## src/design/rsp_pkg.sv

```systemverilog
// Shared types, constants and register codes for the random eviction shuffle pool.
package rsp_pkg;

    // Fixed field widths of the stream and register interface.
    localparam int ROW_OUT_W   = 64;
    localparam int RAND_W      = 10;
    localparam int CFG_W       = 11;
    localparam int BATCH_W     = 10;
    localparam int IN_TDATA_W  = 80;
    localparam int APB_DATA_W  = 32;
    localparam int APB_ADDR_W  = 3;

    // Defaults for the top-level parameters.
    localparam int DEF_POOL_DEPTH = 1024;
    localparam int DEF_ROW_BITS   = 64;

    // Register reset values and batch size bounds.
    localparam logic [CFG_W-1:0] POOL_LIMIT_RST = 11'd1024;
    localparam logic [CFG_W-1:0] BATCH_SIZE_RST = 11'd256;
    localparam logic [CFG_W-1:0] BATCH_MAX      = 11'd1024;

    // Register indexes on the configuration port.
    localparam logic REG_POOL_LIMIT = 1'b0;
    localparam logic REG_BATCH_SIZE = 1'b1;

    // Request kinds carried in the input tuser.
    localparam logic KIND_ADD   = 1'b0;
    localparam logic KIND_DRAIN = 1'b1;

    // Controller states.
    typedef enum logic [1:0] {
        S_IDLE,
        S_EVICT,
        S_DRAIN,
        S_MOVE
    } t_state;

    // What an incoming request turns into.
    typedef enum logic [1:0] {
        CLS_SKIP,
        CLS_STORE,
        CLS_EVICT,
        CLS_DRAIN
    } t_cls;

    // Configuration register contents.
    typedef struct packed {
        logic [CFG_W-1:0] pool_limit;
        logic [CFG_W-1:0] batch_size;
    } t_cfg;

    // Status from the datapath to the controller.
    typedef struct packed {
        t_cls cls;
        logic out_free;
    } t_stat;

    // Commands from the controller to the datapath.
    typedef struct packed {
        logic accept;
        logic store;
        logic rd_pick;
        logic emit_evict;
        logic emit_drain;
        logic move;
    } t_cmd;

endpackage

```

## src/design/rsp_ctrl.sv

```systemverilog
// Controller state machine that sequences pool memory accesses per request.
module rsp_ctrl (
    input  logic          i_clk,
    input  logic          i_rst_n,
    input  logic          i_valid,
    input  rsp_pkg::t_stat i_stat,
    output logic          o_ready,
    output rsp_pkg::t_cmd  o_cmd
);
    import rsp_pkg::*;

    t_state r_state;
    t_state n_state;

    // State register.
    always_ff @(posedge i_clk) begin
        if (!i_rst_n) begin
            r_state <= S_IDLE;
        end else begin
            r_state <= n_state;
        end
    end

    // Next state.
    always_comb begin
        n_state = r_state;
        unique case (r_state)
            S_IDLE: begin
                if (i_valid) begin
                    case (i_stat.cls)
                        CLS_EVICT: n_state = S_EVICT;
                        CLS_DRAIN: n_state = S_DRAIN;
                        default:   n_state = S_IDLE;
                    endcase
                end
            end
            S_EVICT: begin
                if (i_stat.out_free) n_state = S_IDLE;
            end
            S_DRAIN: begin
                if (i_stat.out_free) n_state = S_MOVE;
            end
            S_MOVE: begin
                n_state = S_IDLE;
            end
            default: n_state = S_IDLE;
        endcase
    end

    // Commands to the datapath.
    always_comb begin
        o_cmd   = '0;
        o_ready = 1'b0;
        unique case (r_state)
            S_IDLE: begin
                o_ready        = 1'b1;
                o_cmd.accept   = i_valid;
                o_cmd.store    = i_valid && (i_stat.cls == CLS_STORE);
                o_cmd.rd_pick  = i_valid &&
                                 ((i_stat.cls == CLS_EVICT) || (i_stat.cls == CLS_DRAIN));
            end
            S_EVICT: begin
                o_cmd.emit_evict = i_stat.out_free;
            end
            S_DRAIN: begin
                o_cmd.emit_drain = i_stat.out_free;
            end
            S_MOVE: begin
                o_cmd.move = 1'b1;
            end
            default: begin
                o_cmd = '0;
            end
        endcase
    end

    // A result is only produced when the output register can take it.
    a_emit_needs_room: assert property (@(posedge i_clk) disable iff (!i_rst_n)
        (o_cmd.emit_evict || o_cmd.emit_drain) |-> i_stat.out_free)
        else $error("result produced while output register is occupied");

    // A drain step always moves a row back in the cycle after its result.
    a_drain_then_move: assert property (@(posedge i_clk) disable iff (!i_rst_n)
        o_cmd.emit_drain |=> o_cmd.move)
        else $error("drain result not followed by the row move");

    // Nothing is accepted while a request is still in progress.
    a_accept_idle: assert property (@(posedge i_clk) disable iff (!i_rst_n)
        (o_cmd.move || o_cmd.emit_evict) |-> !o_cmd.accept)
        else $error("request accepted while another is in progress");

endmodule

```

## config.mk

```make
export PLATFORM = sky130hd
export DESIGN_NAME = rsp_ctrl
export DESIGN_NICKNAME = d
export VERILOG_FILES = /design/src/design/rsp_pkg.sv /design/src/design/rsp_ctrl.sv
export SDC_FILE = /design/constraint.sdc
export NUM_CORES = 1
export LEC_CHECK = 0
export BUFFER_PORTS_ARGS = -buffer_cell sky130_fd_sc_hd__buf_2
export CORE_AREA = 5 5 42 44
export CTS_CLUSTER_DIAMETER = 30
export DETAILED_ROUTE_END_ITERATION = 8
export DIE_AREA = 0 0 47 49
export PLACE_DENSITY = 0.42
export SYNTH_ARGS = -nofsm -noshare
export SYNTH_HDL_FRONTEND = slang
export SYNTH_SLANG_ARGS = --single-unit
export TNS_END_PERCENT = 20
```

## constraint.sdc

```tcl
create_clock -name i_clk -period 2.1 [get_ports i_clk]
set_input_delay 0.42 -clock i_clk [delete_from_list [all_inputs] [get_ports i_clk]]
set_output_delay 0.42 -clock i_clk [all_outputs]
set_load 0.03 [all_outputs]
```

---- Word level (Yosys, flattened, before mapping) ----
Cells that the tools add are included.
cells by class
  equal/unequal tests ..................... 9
  mux-type cells .......................... 10
  reduce and logical (&&, ||, !) cells .... 5
operators by type and width
  kind                  count
  $eq A2 B2 Y1 const B  4
  $pmux W2 S4           1
  $mux W2               3
  $ne A2 B2 Y1 const B  3
  $eq A2 B1 Y1 const B  2
  $mux W1               4
  $pmux W2 S2           1
  $mux W3               1
  $reduce_and A3 Y1     1
  $logic_and A1 B1 Y1   2
  $logic_not A2 Y1      1
  $logic_or A1 B1 Y1    1
storage, ports and cells
  flip-flop bits (word level) ............. 2
  input port bits ......................... 6
  output and inout bits ................... 7

---- Longest topological paths before layout ----
  depth in word-level cells ............... 4
  depth in mapped cells ................... 2
  gate-level depth less buffers ........... 2

---- Worst setup path before layout ----
OpenSTA, ideal clock, no wires.
  path type ............................... reg2out
  start ................................... register r_state[0]
  end ..................................... output port o_cmd[4] (netlist name)
  data arrival time ....................... 1.147 ns
  data required time ...................... 1.680 ns
  path slack .............................. 0.533 ns
  stages on the path, launching flop included .. 3
  buffers on the path ..................... 0
  path through ............................ dfxtp_1 nor2_2 and4b_1
RTL lines
  what                    line            RTL
  start, declared         rsp_ctrl.sv:12  t_state r_state;
  start signal, assigned  rsp_ctrl.sv:20  r_state <= n_state;
  end, declared           rsp_ctrl.sv:8   output rsp_pkg::t_cmd o_cmd

==> results.toml <==
[yosys]
yosys_warnings = 0
synth_area_um2 = 143
ff_latch_count_synth = 2
synth_seq_area_share_pct = 28.1
synth.lib_cells_used.distinct = 15
synth_top_cell_area_share_pct = 28.1
number_of_enable_type_register_cells_in_the_synthesized_netlist = 0
synth_cells = 16
synth_area_leaders = "sky130_fd_sc_hd__dfxtp_1 (28%), sky130_fd_sc_hd__mux2_4 (11%), sky130_fd_sc_hd__a211oi_2 (8.8%)"
synth_top_cell_by_area = "sky130_fd_sc_hd__dfxtp_1"
net_count_of_the_mapped_netlist = 22
synth.most_common_cell = "sky130_fd_sc_hd__dfxtp_1"
ys_dominant_reg_cell = "sky130_fd_sc_hd__dfxtp_1"
async_flop_share_pct = 0
post_synth.cell_area_avg_um2 = 8.91

[clock_network]
clockBufferDepth = 2
h-tree-depth = 1
postCtsSetupBuffers = 0
ctsHoldBuffers = 0
clock_tree_from_tritoncts = "done"
clkSinkCount = 2
cts_root_buffer = "sky130_fd_sc_hd__clkbuf_4"
cts_resized = 0
tritoncts.num_buffers = 3
clk_transition_reported_paths_ns = 0.03
clock_latency_on_the_worst_skew_pair_ns = 0.22

[global_routing]
globalRoute.totalOverflow = 0
grt_use_total_pct = 5.77
grt_antenna_before_repair = 0
largest_net_degree_at_the_start_of_global_routing = 7
grt_pass1_wl_um = 834
first_global_vias = 180

[layout]
post_route_cells_drive_above_1_share_pct = 61.3
finish.cell_count_without_fillers = 47
antenna_cells_inserted = 0
fillers = 171
nets = 39
reg_top3 = "r_state x2"
multi_input_area_um2 = 98.8
flip_flop_count_of_the_largest_register_after_layout = 2
syn2layout_area_growth_pct = 71.9
regArea_um2 = 40.0
max_flop_register = "r_state"

[floorplanning]
die_w_um = 47
io_pins = 13
core_area_um2 = 1400
die_area_um2 = 2300
placementRows = 14
die_y_um = 49
floorplan.initialDensity_pct = 10.2

[sta]
achievable-frequency_mhz = 630
period_needed_ns = 1.59
final_hold_fails = 0
setup_violations = 0
rsz0062_at_grt = "no"
fin_skew_ns = 0.00306
worst_slew_pin_slew_ns = 0.190
setup_total_negative_slack_ns = 0
final_min_period_over_clock_period_pct = 75.6
report.final.slew_viol_count = 0
max_slew_margin_pct = 87.3

[place]
globalplace.congestion = 0.714
numPlacedInstances = 44
post-dp-hpwl_um = 399
portBuffers = 12

[worst_hold_path]
hold_path_class = "in -> reg"

[drt]
first_pass_iters = 2
final_antenna_net_count = 0
routed-via-count = 166
routed_wl_um = 471
drtIter0Drc = 3
routed_wire_per_std_cell_um = 10.0
drcViolationCount = 0
drt-vias-per-instance = 3.53

[critical_path]
timing.critical_path.fanout_max = 6
start_kind = "flip-flop"
timing.critical_path.required_ns = 1.68
critical-path-max-stage-delay_ns = 0.34
end_kind = "output port"
critical_path.slowest_cell = "sky130_fd_sc_hd__dfxtp_1"
worstPathCellList = "nor2_2 > and4b_1 > buf_2"
critical_path_class = "reg -> out"
worstPathArrival_ns = 1.17

[pwr]
total_leakage_power_nw = 0.133
peakVddDrop_uv = 211
power-per-cell-area_nw_per_um2 = 735

[flow_run]
max_cap_viol_count = 0

[status]
run_status = "finished, final reports clean"
[worst paths after layout]
path / depth (start not counted) / start / end / slack (ns)
max: 3 / r_state[0] / o_cmd[4] / 0.51
min: 3 / i_rst_n / r_state[0] / 0.45
max reg2reg: 2 / r_state[1] / r_state[0] / 1.20
min reg2reg: 1 / r_state[0] / r_state[1] / 0.53
[layer usage]
metal	GRT usage [%]	part of all wire, %	routed length, um
met1	6.78	55	257
met2	5.20	23	110
met3	7.01	22	103
met4	4.15	0	0
met5	0	0	0
[kinds of logic (layout without fill, tap and decap cells)]
kind of cell	Yosys count	after routing	share of synthesized area (%)
buffers and inverters	1	16	2.63
and+or+nand+nor	10	10	45.6
AOI/OAI and AO/OA	2	2	13.2
muxes	1	1	10.5
DFF	2	2	28.1
[through the flow]
step                      util (%)  setup WS (ns)  area [um^2]  power [mW]  hold WS [ns]
after CTS                     17.5          0.498          245       0.186         0.440
final                         17.5          0.513          245       0.180         0.449
after detailed placement      15.9          0.713          223      0.0966         0.529
after global placement        15.9          0.728          223      0.0972         0.534
after floorplan                  -          0.533          143      0.0786         0.490
after global routing          17.5          0.401          245       0.202         0.459
[final cells by class]
| class | count | area share (%) |
|---|---|---|
| Clock buffer | 3 | 9.18 |
| Sequential cell | 2 | 16.3 |
| Tap cell | 16 | 8.16 |
| Timing Repair Buffer | 12 | 24.5 |
| Multi-Input combinational cell | 13 | 40.3 |
| Inverter | 1 | 1.53 |
[worst max-delay path: cells and delay by family, from the launching register on]
family,cells,cell delay [ns]
buffers and inverters,1,0.19
flip-flops,1,0.34
AND/OR/NAND/NOR,2,0.41
[cells in the final DEF, fill, tap and decap left out]
cell type,count
sky130_fd_sc_hd__mux2_4,1
sky130_fd_sc_hd__and4b_1,1
sky130_fd_sc_hd__inv_1,1
sky130_fd_sc_hd__a31oi_1,1
sky130_fd_sc_hd__nor2_2,1
sky130_fd_sc_hd__nand2_1,1
sky130_fd_sc_hd__and2_2,1
sky130_fd_sc_hd__nand3b_1,1
sky130_fd_sc_hd__a211oi_2,1
sky130_fd_sc_hd__and3_1,1
sky130_fd_sc_hd__buf_2,12
sky130_fd_sc_hd__and2_1,1
sky130_fd_sc_hd__clkbuf_4,3
sky130_fd_sc_hd__nor2_1,1
sky130_fd_sc_hd__dfxtp_1,2
sky130_fd_sc_hd__nor3_1,1
sky130_fd_sc_hd__and3b_1,1
[power by group]
part | total (mW) | internal [mW] | switching, mW
clock network | 0.0845 | 0.0630 | 0.0215
logic | 0.0506 | 0.0187 | 0.0319
registers | 0.0451 | 0.0412 | 0.00396
No activity file was read; power rests on OpenSTA's default activity.
